[config.mk]
export PLATFORM = sky130hd
export DESIGN_NAME = obbot_prod
export DESIGN_NICKNAME = d
export VERILOG_FILES = /design/src/obbot_pkg.sv /design/src/obbot_prod.sv
export SDC_FILE = /design/constraint.sdc
export NUM_CORES = 2
export LEC_CHECK = 0
export ABC_AREA = 1
export CORE_MARGIN = 8
export CORE_UTILIZATION = 50
export DETAILED_ROUTE_END_ITERATION = 6
export DONT_BUFFER_PORTS = 1
export HOLD_SLACK_MARGIN = 0.08
export PLACE_DENSITY = 0.75
export SETUP_SLACK_MARGIN = 0.05
export SYNTH_ARGS = -nofsm -noshare
export SYNTH_HDL_FRONTEND = slang
export SYNTH_SLANG_ARGS = --single-unit
[constraint.sdc]
create_clock -name clock -period 15.47 [get_ports clock]
set_clock_uncertainty 0.05 [all_clocks]
set_input_delay 0.7735 -clock clock [delete_from_list [all_inputs] [get_ports clock]]
set_output_delay 0.7735 -clock clock [all_outputs]
set_load 0.03 [all_outputs]
[src/obbot_pkg.sv]
// Shared widths, payload structs and axis codes for the oriented-box overlap test.
// Every other file imports this package.
package obbot_pkg;

   localparam int COORD_WIDTH = 32;
   localparam int DIR_WIDTH   = 16;

   localparam int HALF_W  = COORD_WIDTH - 1;
   localparam int FRAC    = DIR_WIDTH - 1;
   localparam int DIFF_W  = COORD_WIDTH + 1;
   localparam int DPROD_W = 2 * DIR_WIDTH;
   localparam int DOT_W   = 2 * DIR_WIDTH + 1;
   localparam int MAG_W   = 2 * DIR_WIDTH;
   localparam int PPROD_W = DIFF_W + DIR_WIDTH;
   localparam int PSUM_W  = PPROD_W + 1;
   localparam int PMAG_W  = PPROD_W;
   localparam int EPROD_W = MAG_W + HALF_W;
   localparam int PSH_W   = PMAG_W + FRAC;
   localparam int RCH_W   = EPROD_W + 2;
   localparam int CMP_W   = (PSH_W > RCH_W) ? PSH_W : RCH_W;

   localparam int NUM_AXES    = 4;
   localparam int AXIS_W      = 3;
   localparam int AXIS_IDX_W  = $clog2(NUM_AXES);
   localparam int REQ_BITS    = 2 * (2 * COORD_WIDTH + 2 * DIR_WIDTH + 2 * HALF_W);
   localparam int REQ_TDATA_W = ((REQ_BITS + 7) / 8) * 8;
   localparam int RSP_BITS    = 1 + AXIS_W;
   localparam int RSP_TDATA_W = ((RSP_BITS + 7) / 8) * 8;

   typedef enum logic [AXIS_W-1:0] {
      AXIS_AX   = 3'd0,
      AXIS_AY   = 3'd1,
      AXIS_BX   = 3'd2,
      AXIS_BY   = 3'd3,
      AXIS_NONE = 3'd4
   } axis_type;

   // slot of each axis in the per-axis arrays
   localparam logic [AXIS_IDX_W-1:0] IDX_AX = 2'd0;
   localparam logic [AXIS_IDX_W-1:0] IDX_AY = 2'd1;
   localparam logic [AXIS_IDX_W-1:0] IDX_BX = 2'd2;
   localparam logic [AXIS_IDX_W-1:0] IDX_BY = 2'd3;

   // first member sits in the highest bits, so a_center_x lands at bit 0
   typedef struct packed {
      logic        [HALF_W-1:0]      b_half_y;
      logic        [HALF_W-1:0]      b_half_x;
      logic signed [DIR_WIDTH-1:0]   b_dir_y;
      logic signed [DIR_WIDTH-1:0]   b_dir_x;
      logic signed [COORD_WIDTH-1:0] b_center_y;
      logic signed [COORD_WIDTH-1:0] b_center_x;
      logic        [HALF_W-1:0]      a_half_y;
      logic        [HALF_W-1:0]      a_half_x;
      logic signed [DIR_WIDTH-1:0]   a_dir_y;
      logic signed [DIR_WIDTH-1:0]   a_dir_x;
      logic signed [COORD_WIDTH-1:0] a_center_y;
      logic signed [COORD_WIDTH-1:0] a_center_x;
   } req_type;

   typedef struct packed {
      logic [HALF_W-1:0] ahx;
      logic [HALF_W-1:0] ahy;
      logic [HALF_W-1:0] bhx;
      logic [HALF_W-1:0] bhy;
   } halves_type;

   // after stage 1: center difference and direction cross products
   typedef struct packed {
      logic signed [DIFF_W-1:0]    dx;
      logic signed [DIFF_W-1:0]    dy;
      logic signed [DIR_WIDTH-1:0] aux;
      logic signed [DIR_WIDTH-1:0] auy;
      logic signed [DIR_WIDTH-1:0] bux;
      logic signed [DIR_WIDTH-1:0] buy;
      logic signed [DPROD_W-1:0]   p_xx;
      logic signed [DPROD_W-1:0]   p_yy;
      logic signed [DPROD_W-1:0]   p_xy;
      logic signed [DPROD_W-1:0]   p_yx;
      halves_type                  h;
   } s1_type;

   // after stage 2: |cos|, |sin| of the relative angle and projection products
   typedef struct packed {
      logic        [MAG_W-1:0]   mag_c;
      logic        [MAG_W-1:0]   mag_s;
      logic signed [PPROD_W-1:0] pa_xx;
      logic signed [PPROD_W-1:0] pa_yy;
      logic signed [PPROD_W-1:0] pa_xy;
      logic signed [PPROD_W-1:0] pa_yx;
      logic signed [PPROD_W-1:0] pb_xx;
      logic signed [PPROD_W-1:0] pb_yy;
      logic signed [PPROD_W-1:0] pb_xy;
      logic signed [PPROD_W-1:0] pb_yx;
      halves_type                h;
   } s2_type;

   // after stage 3: per axis, projected distance and reach terms
   typedef struct packed {
      logic [NUM_AXES-1:0][PMAG_W-1:0]  proj;
      logic [NUM_AXES-1:0][EPROD_W-1:0] ext0;
      logic [NUM_AXES-1:0][EPROD_W-1:0] ext1;
      logic [NUM_AXES-1:0][HALF_W-1:0]  own;
   } s3_type;

   // after stage 4: both sides of each compare at one scale
   typedef struct packed {
      logic [NUM_AXES-1:0][CMP_W-1:0] proj;
      logic [NUM_AXES-1:0][CMP_W-1:0] reach;
   } s4_type;

endpackage

[src/obbot_prod.sv]
// Stage 1: center differences and the four direction cross products.
// Depends on obbot_pkg.
module obbot_prod import obbot_pkg::*; (
   input  logic    clock,
   input  logic    reset,
   input  logic    advance,
   input  logic    in_valid,
   input  req_type in_req,
   output logic    valid_ff,
   output s1_type  s1_ff
);

   s1_type s1_in;

   always_comb begin
      s1_in.dx   = DIFF_W'(in_req.a_center_x) - DIFF_W'(in_req.b_center_x);
      s1_in.dy   = DIFF_W'(in_req.a_center_y) - DIFF_W'(in_req.b_center_y);
      s1_in.aux  = in_req.a_dir_x;
      s1_in.auy  = in_req.a_dir_y;
      s1_in.bux  = in_req.b_dir_x;
      s1_in.buy  = in_req.b_dir_y;
      s1_in.p_xx = DPROD_W'(in_req.a_dir_x) * DPROD_W'(in_req.b_dir_x);
      s1_in.p_yy = DPROD_W'(in_req.a_dir_y) * DPROD_W'(in_req.b_dir_y);
      s1_in.p_xy = DPROD_W'(in_req.a_dir_x) * DPROD_W'(in_req.b_dir_y);
      s1_in.p_yx = DPROD_W'(in_req.a_dir_y) * DPROD_W'(in_req.b_dir_x);
      s1_in.h.ahx = in_req.a_half_x;
      s1_in.h.ahy = in_req.a_half_y;
      s1_in.h.bhx = in_req.b_half_x;
      s1_in.h.bhy = in_req.b_half_y;
   end

   always_ff @(posedge clock) begin
      if (reset) begin
         valid_ff <= 1'b0;
      end else if (advance) begin
         valid_ff <= in_valid;
      end
   end

   always_ff @(posedge clock) begin
      if (advance) begin
         s1_ff <= s1_in;
      end
   end

endmodule

# Word-level counts from Yosys, hierarchy flattened

Index checks and enable logic that the tools add are counted.

Output and inout bits: 383
Flip-flop bits (word level): 383
Input port bits: 320
Logic and storage cells: 21

Add/subtract/negate cells: 2
Multipliers: 4

Operators with widths:

| cell                                           | number |
|---|---|
| 16-bit by 16-bit multiplier with 32-bit output | 4 |
| 32-bit by 32-bit subtractor with 33-bit output | 2 |

# Longest topological paths before layout

Depth after elaboration: 1
Gate-level depth with buffers: 25
Depth with buffers taken out: 24

# Worst setup path after synthesis

No wires, ideal clock.

Path kind: input-to-reg
Start point: input in_req[79] in the netlist's numbering
End point: register s1_ff[179] in the netlist's numbering (data pin)
Arrival time: 5748 ps
Path buffers: 1
Setup time: 259 ps
Cell stages on the path: 17
Required time: 15161 ps
Setup slack: 9413 ps
Cells stage by stage: clkbuf_1 nand2_1 inv_1 fa_1 fa_1 inv_1 fa_1 fa_1 fa_1 fa_1 inv_1 ha_1 a21oi_1 a21boi_0 nand2_1 nand3b_1 xor2_1

RTL lines:

| what                 | RTL line         | text |
|---|---|---|
| from (decl)          | obbot_prod.sv:8  | `input req_type in_req,` |
| to (signal assigned) | obbot_prod.sv:42 | `s1_ff <= s1_in;` |
| to (decl)            | obbot_prod.sv:10 | `output s1_type s1_ff` |

==> metrics list <==
- The critical path is of the input pin to flop type.
- Library cell with the highest instance count after synthesis: inv_1
- Die area: 127000 sq um
- Worst-margin pin slew: 1042 ps
* Placer Congestion: 1.001
- The tool flagged a number of max-cap violations equal to 0.
- Total via count after detailed routing: 43190
- Layout filler cell count: 10530
- At the end of the flow the core is filled with cells to 52.51%.
- The pre-antenna-repair detailed-routing pass consisted of 6 iterations.
- Hold-fix buffers at CTS: 0
- Area of the mapped netlist: 57900 sq um
- Critical path required time: 15790 ps
- Port-buffer cells: 0
- Measured against its own limit, the worst slew margin works out to 30.51%.
- For this run, the top clock speed supported by timing is 0.1722 GHz.
- Number of endpoints with negative hold slack in the final report: 0
- Pin placement for this block handled 703 I/O pins.
- The number of antenna violations at the first check in global routing was 20.
* Hold Path Stages: 1
- Syn Nets: 8544
- The clock period could shrink to 5806 ps.
* Standard cell area after detailed placement: 59100 sq um
- In this run the critical register-to-register path is captured at valid_ff.
- In this run the core area contains 125 standard-cell rows.
- After detailed routing, the total wire length is 169500 microns.
- Global-route wire length before repair: 261400 microns
* Setup slack of the worst register-to-register path: 14650 ps
- For the worst-skew pair, the clock arrives at the later sink with an insertion delay of 630 ps.
- Count of yosys warnings during synthesis: 0
- After layout, the worst path uses 37.53% of the clock period.
* Number of standard cells in the layout, taps in and fillers out: 8210
* Number of clock buffers inserted by TritonCTS: 46
- Cell count after placement: 8116
- The worst setup path is captured at a flop.
- Vias in the first global route: 46100
- Pins Over Slew Limit: 0
- Number of flops mapped to enable cells by yosys: 382
- Synthesis inferred 383 register bits.
- Endpoint arrival time on the critical path: 6120 ps
* Effective utilization at floorplan: 50.10%
* Outcome: complete, no violations
* CP max FO: 33
* Worst hold start: reset
- Setup Viol. Count Final: 0
- Number of design-rule violations left by the first detailed-router iteration: 3242
- The netlist uses 40 different library cells.
- Leading post-synthesis cells by instance count: 1987 x inv_1, 1669 x nand2_1, 1050 x fa_1
- Main synth FF type: edfxtp_1
* Remaining antenna violation count after routing: 0
* Clock input transition at the sequential cells of the worst setup and hold paths: 60 ps
- DRC errors left: 0
* Average vias per placed instance: 5.261
- Compared with the post-synthesis result, the final layout area differs by 4.823%.
- The number of gates resized after CTS was 0.
- The average instance in the mapped netlist occupies 8.538 sq um.
- Post-synth top area share: 36.30%
* Average detailed-routed wire length per instance: 20.65 microns
- In this run the critical register-to-register path is launched from valid_ff.
- The die is 356.3 microns tall.
- In the final design database the tool counted 8402 nets.
- Summing all non-filler instances in the final layout gives an area of 60690 sq um.
- Setup repair after global routing left no endpoint under its margin.
* GRT Overall Usage: 26.58%
- Detailed Place HPWL: 136500 microns
- The core region is 115600 sq um.
- Post-Syn Instances: 6782
- Critical path launch point type: input pin
- Sorting the synthesized cells by area gives the leading types as fa_1 36%, edfxtp_1 20%, inv_1 13%.
- TritonCTS built the clock tree.
* CTS H-tree lvls: 2
- Num Clock Sinks: 383
* Total negative setup slack: 0 ps
- Clk buf depth: 3
- The root buffer cell chosen for the clock tree is clkbuf_16.
- In this run the horizontal extent of the chip is 356.3 microns.
- Number of buffers added for setup after CTS: 0
- Library cell occupying the most area in the post-synthesis netlist: fa_1
* HP Class: input pin to flop
- Share of cells above drive strength 1: 1.932%
- Number of cells traversed by the worst register-to-register path: 2
* Share of flip-flops with an asynchronous set or reset: 0%
* End of the worst hold path: valid_ff
- After global routing the overflow that remains totals 0.
- Pin count of the biggest net entering global routing: 384
- Sequential elements use 19.85% of the synthesized area.
==> final cells by class <==
class,instances,area (sq um),area share [%]
clock buffer,53,1177,1.940
tap,1524,1907,3.142
sequential,383,11490,18.93
clock inverter,32,391.6,0.6452
inverter,1992,7477,12.32
antenna,9,22.52,0.03711
timing repair buffer,2,15.01,0.02474
multi-input combinational,4215,38210,62.96
==> per-stage QoR <==
step           worst slack (ps)  hold WS [ps]
2_1_floorplan              9413         579.9
3_3_place_gp               9116         602.0
3_5_place_dp               9069         605.3
4_1_cts                    9757         116.5
5_1_grt                    9493         135.6
6_report                   9664         160.9
==> critical path, stage by stage <==
cell	delay, ps
nand2_1	110
inv_1	90
fa_1	640
fa_1	860
inv_1	110
fa_1	510
fa_1	570
fa_1	430
fa_1	490
inv_1	40
ha_1	340
nand2_1	120
nor2_1	140
inv_1	80
nor2_1	290
nand4_1	250
nand3b_1	170
xor2_1	70
==> layer usage <==
metal,share of wire [%],GRT usage [%],wire length [microns],vias up
met2,49,45.67,82390,1912
met4,4.6,11.21,7730,8
met3,8.8,6.305,14960,370
li1,-,-,-,19510
met1,38,32.03,64380,21400
met5,0.032,0,54,-
==> cells in the final DEF (no fill, tap or decap), types with 14 or more instances in the layout <==
master	n
a21o_1	14
xnor2_1	23
nand4_1	43
nand2_1	1669
o21ai_0	105
nand3_1	180
clkbuf_16	46
ha_1	392
o21bai_1	16
edfxtp_1	382
fa_1	1050
inv_1	1987
a21oi_1	202
xor2_1	103
nor2_1	290
nor3_1	26
==> worst max-delay path by stage <==
| stage | startpoint | cells past startpoint | to |
|---|---|---|---|
| after floorplan | in_req[79] | 17 | s1_ff[179] |
| after global placement | in_req[239] | 18 | s1_ff[179] |
| after detailed placement | in_req[79] | 18 | s1_ff[179] |
| after CTS | in_req[79] | 18 | s1_ff[179] |
| after global routing | in_req[79] | 18 | s1_ff[179] |
| final | in_req[79] | 18 | s1_ff[179] |
==> registers in the layout (all words and copies together) (netlist names) <==
register and count:
valid_ff 1, s1_ff 382
==> logic make-up after synthesis <==
| kind of cell | Yosys count | synth area share [%] |
|---|---|---|
| multiplexers | 1 | 0.01729 |
| AO/OA/AOI/OAI | 366 | 3.408 |
| AND/OR/NAND/NOR | 2280 | 15.89 |
| adder cells (fa/ha/maj) | 1442 | 44.77 |
| buffers and inverters | 2184 | 14.16 |
| flip-flops | 383 | 19.85 |
| XOR/XNOR | 126 | 1.906 |
Power is not shown: default switching activity piles up to over one toggle a cycle in this logic, so the estimate is an artifact.
