### config.mk
export PLATFORM = sky130hd
export DESIGN_NAME = obbot_cmp
export DESIGN_NICKNAME = d
export VERILOG_FILES = /design/src/obbot_pkg.sv /design/src/obbot_cmp.sv
export SDC_FILE = /design/constraint.sdc
export NUM_CORES = 2
export LEC_CHECK = 0
export ABC_AREA = 1
export BUFFER_PORTS_ARGS = -buffer_cell sky130_fd_sc_hd__buf_2
export CORE_AREA = 2 2 322 324
export CTS_CLUSTER_SIZE = 16
export DETAILED_ROUTE_END_ITERATION = 6
export DIE_AREA = 0 0 324 326
export PLACE_DENSITY = 0.66
export SLEW_MARGIN = 10
export SYNTH_ARGS = -nofsm -noshare
export SYNTH_HDL_FRONTEND = slang
export SYNTH_SLANG_ARGS = --single-unit
### constraint.sdc
create_clock -name clock -period 3.3 [get_ports clock]
set_clock_uncertainty 0.2 [all_clocks]
set_input_delay 0.825 -clock clock [delete_from_list [all_inputs] [get_ports clock]]
set_output_delay 0.825 -clock clock [all_outputs]
set_load 0.01 [all_outputs]
### src/obbot_pkg.sv
// Shared widths, payload structs and axis codes for the oriented-box overlap test.
// Every other file imports this package.
package obbot_pkg;

   localparam int COORD_WIDTH = 32;
   localparam int DIR_WIDTH   = 16;

   localparam int HALF_W  = COORD_WIDTH - 1;
   localparam int FRAC    = DIR_WIDTH - 1;
   localparam int DIFF_W  = COORD_WIDTH + 1;
   localparam int DPROD_W = 2 * DIR_WIDTH;
   localparam int DOT_W   = 2 * DIR_WIDTH + 1;
   localparam int MAG_W   = 2 * DIR_WIDTH;
   localparam int PPROD_W = DIFF_W + DIR_WIDTH;
   localparam int PSUM_W  = PPROD_W + 1;
   localparam int PMAG_W  = PPROD_W;
   localparam int EPROD_W = MAG_W + HALF_W;
   localparam int PSH_W   = PMAG_W + FRAC;
   localparam int RCH_W   = EPROD_W + 2;
   localparam int CMP_W   = (PSH_W > RCH_W) ? PSH_W : RCH_W;

   localparam int NUM_AXES    = 4;
   localparam int AXIS_W      = 3;
   localparam int AXIS_IDX_W  = $clog2(NUM_AXES);
   localparam int REQ_BITS    = 2 * (2 * COORD_WIDTH + 2 * DIR_WIDTH + 2 * HALF_W);
   localparam int REQ_TDATA_W = ((REQ_BITS + 7) / 8) * 8;
   localparam int RSP_BITS    = 1 + AXIS_W;
   localparam int RSP_TDATA_W = ((RSP_BITS + 7) / 8) * 8;

   typedef enum logic [AXIS_W-1:0] {
      AXIS_AX   = 3'd0,
      AXIS_AY   = 3'd1,
      AXIS_BX   = 3'd2,
      AXIS_BY   = 3'd3,
      AXIS_NONE = 3'd4
   } axis_type;

   // slot of each axis in the per-axis arrays
   localparam logic [AXIS_IDX_W-1:0] IDX_AX = 2'd0;
   localparam logic [AXIS_IDX_W-1:0] IDX_AY = 2'd1;
   localparam logic [AXIS_IDX_W-1:0] IDX_BX = 2'd2;
   localparam logic [AXIS_IDX_W-1:0] IDX_BY = 2'd3;

   // first member sits in the highest bits, so a_center_x lands at bit 0
   typedef struct packed {
      logic        [HALF_W-1:0]      b_half_y;
      logic        [HALF_W-1:0]      b_half_x;
      logic signed [DIR_WIDTH-1:0]   b_dir_y;
      logic signed [DIR_WIDTH-1:0]   b_dir_x;
      logic signed [COORD_WIDTH-1:0] b_center_y;
      logic signed [COORD_WIDTH-1:0] b_center_x;
      logic        [HALF_W-1:0]      a_half_y;
      logic        [HALF_W-1:0]      a_half_x;
      logic signed [DIR_WIDTH-1:0]   a_dir_y;
      logic signed [DIR_WIDTH-1:0]   a_dir_x;
      logic signed [COORD_WIDTH-1:0] a_center_y;
      logic signed [COORD_WIDTH-1:0] a_center_x;
   } req_type;

   typedef struct packed {
      logic [HALF_W-1:0] ahx;
      logic [HALF_W-1:0] ahy;
      logic [HALF_W-1:0] bhx;
      logic [HALF_W-1:0] bhy;
   } halves_type;

   // after stage 1: center difference and direction cross products
   typedef struct packed {
      logic signed [DIFF_W-1:0]    dx;
      logic signed [DIFF_W-1:0]    dy;
      logic signed [DIR_WIDTH-1:0] aux;
      logic signed [DIR_WIDTH-1:0] auy;
      logic signed [DIR_WIDTH-1:0] bux;
      logic signed [DIR_WIDTH-1:0] buy;
      logic signed [DPROD_W-1:0]   p_xx;
      logic signed [DPROD_W-1:0]   p_yy;
      logic signed [DPROD_W-1:0]   p_xy;
      logic signed [DPROD_W-1:0]   p_yx;
      halves_type                  h;
   } s1_type;

   // after stage 2: |cos|, |sin| of the relative angle and projection products
   typedef struct packed {
      logic        [MAG_W-1:0]   mag_c;
      logic        [MAG_W-1:0]   mag_s;
      logic signed [PPROD_W-1:0] pa_xx;
      logic signed [PPROD_W-1:0] pa_yy;
      logic signed [PPROD_W-1:0] pa_xy;
      logic signed [PPROD_W-1:0] pa_yx;
      logic signed [PPROD_W-1:0] pb_xx;
      logic signed [PPROD_W-1:0] pb_yy;
      logic signed [PPROD_W-1:0] pb_xy;
      logic signed [PPROD_W-1:0] pb_yx;
      halves_type                h;
   } s2_type;

   // after stage 3: per axis, projected distance and reach terms
   typedef struct packed {
      logic [NUM_AXES-1:0][PMAG_W-1:0]  proj;
      logic [NUM_AXES-1:0][EPROD_W-1:0] ext0;
      logic [NUM_AXES-1:0][EPROD_W-1:0] ext1;
      logic [NUM_AXES-1:0][HALF_W-1:0]  own;
   } s3_type;

   // after stage 4: both sides of each compare at one scale
   typedef struct packed {
      logic [NUM_AXES-1:0][CMP_W-1:0] proj;
      logic [NUM_AXES-1:0][CMP_W-1:0] reach;
   } s4_type;

endpackage

### src/obbot_cmp.sv
// Stages 4 and 5: scale and sum the reach, then compare on all axes and
// pick the first separating one into the output register. Depends on obbot_pkg.
module obbot_cmp import obbot_pkg::*; (
   input  logic     clock,
   input  logic     reset,
   input  logic     advance,
   input  logic     in_valid,
   input  s3_type   in_s3,
   output logic     valid_ff,
   output logic     overlap_ff,
   output axis_type axis_ff
);

   s4_type              s4_in;
   s4_type              s4_ff;
   logic                v4_ff;
   logic [NUM_AXES-1:0] sep;
   axis_type            axis_in;

   always_comb begin
      for (int i = 0; i < NUM_AXES; i++) begin
         s4_in.proj[i]  = CMP_W'(in_s3.proj[i]) << FRAC;
         s4_in.reach[i] = (CMP_W'(in_s3.own[i]) << (2 * FRAC))
                          + CMP_W'(in_s3.ext0[i]) + CMP_W'(in_s3.ext1[i]);
      end
   end

   always_comb begin
      for (int i = 0; i < NUM_AXES; i++) begin
         sep[i] = s4_ff.proj[i] > s4_ff.reach[i];
      end
      // touching boxes do not separate
      if (sep[IDX_AX]) begin
         axis_in = AXIS_AX;
      end else if (sep[IDX_AY]) begin
         axis_in = AXIS_AY;
      end else if (sep[IDX_BX]) begin
         axis_in = AXIS_BX;
      end else if (sep[IDX_BY]) begin
         axis_in = AXIS_BY;
      end else begin
         axis_in = AXIS_NONE;
      end
   end

   always_ff @(posedge clock) begin
      if (reset) begin
         v4_ff    <= 1'b0;
         valid_ff <= 1'b0;
      end else if (advance) begin
         v4_ff    <= in_valid;
         valid_ff <= v4_ff;
      end
   end

   always_ff @(posedge clock) begin
      if (advance) begin
         s4_ff      <= s4_in;
         axis_ff    <= axis_in;
         overlap_ff <= (sep == '0);
      end
   end

endmodule

# After elaboration in Yosys (flattened, before gate mapping)
# Cells that the tools add are included.
[word_totals]
regBits = 462
latch_bits = 0
ramBits = 0
mem_bits_ro = 0
inputBits = 828
output_inout_bits = 5
elab_cells = 32
n_memories = 0
[classes]
n_addsub = 8
multipliers = 0
div_mod_pow = 0
order_cmp = 4
eq_ne = 0
shift = 0
mux = 3
bitwise_logic = 0
reduce_logical = 3
[ops]
columns = ["operator", "n"]
rows = [
  ["adder 64 x 63 -> 65 bit", 4],
  ["> comparator 64 x 65 -> 1 bit", 4],
  ["adder 61 x 63 -> 64 bit", 4],
  ["logical NOT 4 bit", 1],
  ["two-way mux 3 bit", 1],
  ["OR reduction 3 bit", 1],
  ["two-way mux 2 bit", 1],
  ["OR reduction 2 bit", 1],
  ["two-way mux 1 bit", 1],
]

# Longest topological paths before layout
[depth]
ltp_word = 4
ltp_mapped = 16
ltp_nobuf = 16

# Least setup slack after synthesis
# OpenSTA, ideal clock, no wires.
[synth_path]
kind = "input -> register"
from = "input in_s3[31] (netlist bit)"
to = "register s4_ff[116] (netlist bit) (data pin)"
setup_time_ns = 0.252
arrival_time_ns = 2.713
required_time_ns = 2.848
setup_slack_ns = 0.134
path_stages = 13
n_path_buf = 0
path_cell_list = "inv_1 -> fa_1 -> inv_1 -> ha_1 -> a21oi_1 -> o21ai_0 -> a21oi_1 -> a21boi_0 -> nor2_1 -> nor2_1 -> nand2_1 -> nand2_1 -> nand2_1"
[synth_rtl]
columns = ["element", "line_no", "rtl"]
rows = [
  ["from (decl)", "obbot_cmp.sv:8", "input s3_type in_s3,"],
  ["to (signal assigned)", "obbot_cmp.sv:58", "s4_ff <= s4_in;"],
  ["to (decl)", "obbot_cmp.sv:15", "s4_type s4_ff;"],
]

==> metrics.md <==
| Metric | Value |
|---|---|
| Outcome | finished, final reports clean |
| WL/cell | 20.2 µm |
| Metal3 WL | 11900 µm |
| Final WL | 176000 µm |
| Register area share after synthesis | 32.3% |
| Rel. slew slack | 56.3% |
| Setup_tns | 0 ns |
| Clock power share | 23.8% |
| Max_cap viols | 0 |
| Root buf cell | clkbuf_16 |
| FP Rows | 118 |
| Design Power | 28.0 mW |
| Max clock buf depth | 3 |
| Final hold violation count | 0 |
| Die H | 326 µm |
| Post-synth top flop | edfxtp_1 |
| Via density | 5.01 |
| Most common cell after layout, fill and taps aside | nand2_1 |
| Unique cell type count in the Yosys netlist | 42 |
| Clk_lat worst skew | 0.68 ns |
| Slew Viols, Final | 0 |
| Sw frac | 37.9% |
| Startpoint types | primary input |
| Detail Route Antenna Nets | 0 |
| IO buf count | 832 |
| Tcrit/Tclk final | 97.5% |
| CP max FO | 4 |
| Peak supply drop | 0.471 mV |
| NumNets Final | 8783 |
| First-pass GRT wire length | 258000 µm |
| Commonest cells after routing, fill and taps aside | 1211 x nand2_1, 919 x buf_4, 897 x inv_1 |
| Post-synth EDFFs | 460 |
| Peak Freq | 311 MHz |
| LEAKAGE | 29.1 nW |
| Clock transition at the registers of the reported paths | 0.06 ns |
| Syn_area_per_cell | 7.90 µm² |
| Hold Crit Class | in2reg |
| GRT Util Overall | 32.8% |
| Worst slack at placement | -0.745 ns |
| Placed insts | 8576 |
| Required @ worst endpoint | 3.53 ns |
| Share of cells above drive strength 1 | 26.8% |
| Filler instances | 9692 |
| Multi-input gate area | 0.0257 mm² |
| Top cells by area, synth | edfxtp_1 32%, ha_1 17%, nand2_1 11%, inv_1 7.8%, nor2_1 6.5% |
| Hold Worst Slack | 0.117 ns |
| Drt drc | 0 |
| Mapped Area | 0.0429 mm² |
| FF/Latch Area | 0.0139 mm² |
| Fraction of registers with async set/reset | 0% |
| Die Wd | 324 µm |
| GPL Wtd Cong | 1.01 |
| Worst Slack Setup Final | 0.0812 ns |
| Crit path kind | in2reg |
| Ys Warns | 0 |
| Synth Instances | 5434 |
| CTS tree | built |
| DR iter-0 viols | 3605 |
| Met2 Wirelength | 83200 µm |
| Initial core utilization | 41.8% |
| Die area | 0.106 mm² |
| P&R area growth vs syn | 34.9% |
| Crit. End Element | flip-flop |
| Vias | 43600 |
| Core footprint | 0.103 mm² |
| Drt first pass iters | 6 |
| Inserted Clock Buffers | 57 |
| Sequential share of power | 29.4% |
| Highest layer used for signal routing | met5 |
| Pwr/cell area | 484 mW/mm² |
| Comb power frac | 46.8% |
| Layout Cells excl Fill | 8700 |
| GRT overflow | 0 |
| Ports | 833 |
| RSZ-0062 raised after global routing | yes |
| Area share of the largest cell type after synthesis | 32.2% |
| P_int | 17.4 mW |
| Post-Route M1 WL | 72800 µm |
| CTS sink cnt | 462 |
| Synth Net Count | 6962 |
| Sw power | 10.6 mW |
| Largest net degree at the start of global routing | 68 |
| HPWL after DPL | 154000 µm |
| Final setup violation count | 0 |
| Vias in the first global route | 44300 |
| Synthesis-stage register bit count | 462 |
| Area leader, netlist | edfxtp_1 |
| Initial antenna violation count | 27 |
| Fin crit period | 3.22 ns |
| CTS H-tree depth | 2 |
| Worst slew pin tran | 0.655 ns |
| Arrival time at the worst endpoint | 3.45 ns |
==> layer usage <==
layer | track usage, % | vias to the layer above
met1 | 40.9 | 20200
li1 | - | 21500
met5 | 0 | -
met3 | 5.15 | 281
met4 | 13.5 | 4
met2 | 56.0 | 1504
==> power by group through the flow <==
stage,combinational (mW),clock [mW],sequential [mW]
after floorplan,6.51,0,8.11
after global placement,12.7,0,8.35
after detailed placement,12.9,0,8.35
after CTS,13.0,6.78,8.25
after global routing,14.5,6.99,8.32
final,13.1,6.66,8.24
==> metrics by stage <==
step | util [%] | area [µm²]
6_report | 56.4 | 57900
5_1_grt | 56.4 | 57900
4_1_cts | 56.4 | 57900
3_5_place_dp | 54.5 | 55900
3_3_place_gp | 54.5 | 55900
2_1_floorplan | - | 42900
==> worst paths after layout <==
check | from | end | cells past startpoint | slack (ns)
worst max-delay path | in_s3[0] | s4_ff[49] | 15 | 0.08
worst min-delay path | in_s3[644] | s4_ff[291] | 1 | 0.12
worst max register to register | s4_ff[388] | overlap_ff | 11 | 0.25
worst min register to register | valid_ff | valid_ff | 2 | 0.25
==> area by class of cell <==
type / count / area share [%]
inverters: 907 / 5.88
repair buffers: 1762 / 19.5
diodes: 17 / 0.0735
flip-flops and latches: 462 / 23.9
clock buffers: 73 / 2.64
well taps: 1380 / 2.98
multi-input cells: 4065 / 44.3
clock inverters: 34 / 0.676
==> critical path: stages <==
cell     delay, ns
buf_2         0.08
inv_1         0.06
fa_1          0.58
buf_12        0.13
inv_1         0.05
ha_1          0.34
a21o_1        0.20
a21oi_1       0.26
o21ai_1       0.23
a21oi_1       0.22
o21ai_2       0.15
nand2_1       0.13
nand2_1       0.06
nand2_1       0.06
nand2_1       0.06
==> synthesized netlist by cell type (4+ instances only) <==
library cell and n:
a21boi_0 17, a21boi_2 5, a21o_1 47, a21oi_1 383, a21oi_2 7, a31oi_1 18, and2_1 4, and3_1 8
edfxtp_1 460, fa_1 128, ha_1 572, inv_1 897, inv_2 10, nand2_1 1211, nand2_2 23, nand3_1 211
nand3b_1 37, nand4_1 34, nor2_1 745, nor2_2 27, nor2_4 8, nor3_1 57, nor4_1 9, o211ai_1 10
o211ai_2 4, o21a_1 28, o21ai_0 216, o21ai_1 14, o21ai_2 14, o21bai_1 38, o21bai_2 8, xnor2_1 13
xor2_1 158
==> cell families (layout without fill, tap and decap cells) <==
family	after synthesis	after routing	synth area share [%]
and+or+nand+nor	2379	2379	22.7
adders and majority gates	700	700	22.6
xor gates and xnor gates	171	171	3.49
other	0	17	0
buffers and inverters	907	2776	7.93
AOI/OAI and AO/OA	815	815	10.9
DFF	462	462	32.3
==> state kept, by name, summed over array words and instances, names as in the netlist <==
signal / cells
s4_ff: 456
valid_ff: 1
overlap_ff: 1
axis_ff: 3
v4_ff: 1
==> what timing repair did <==
action,4_1_cts,5_1_grt
hold buffers,0,0
endpoints found under the setup margin,1,9
buffers inserted,0,0
pin swaps,0,1
gates resized for setup,1,5
Note: power is estimated with default switching activity, not from simulation.
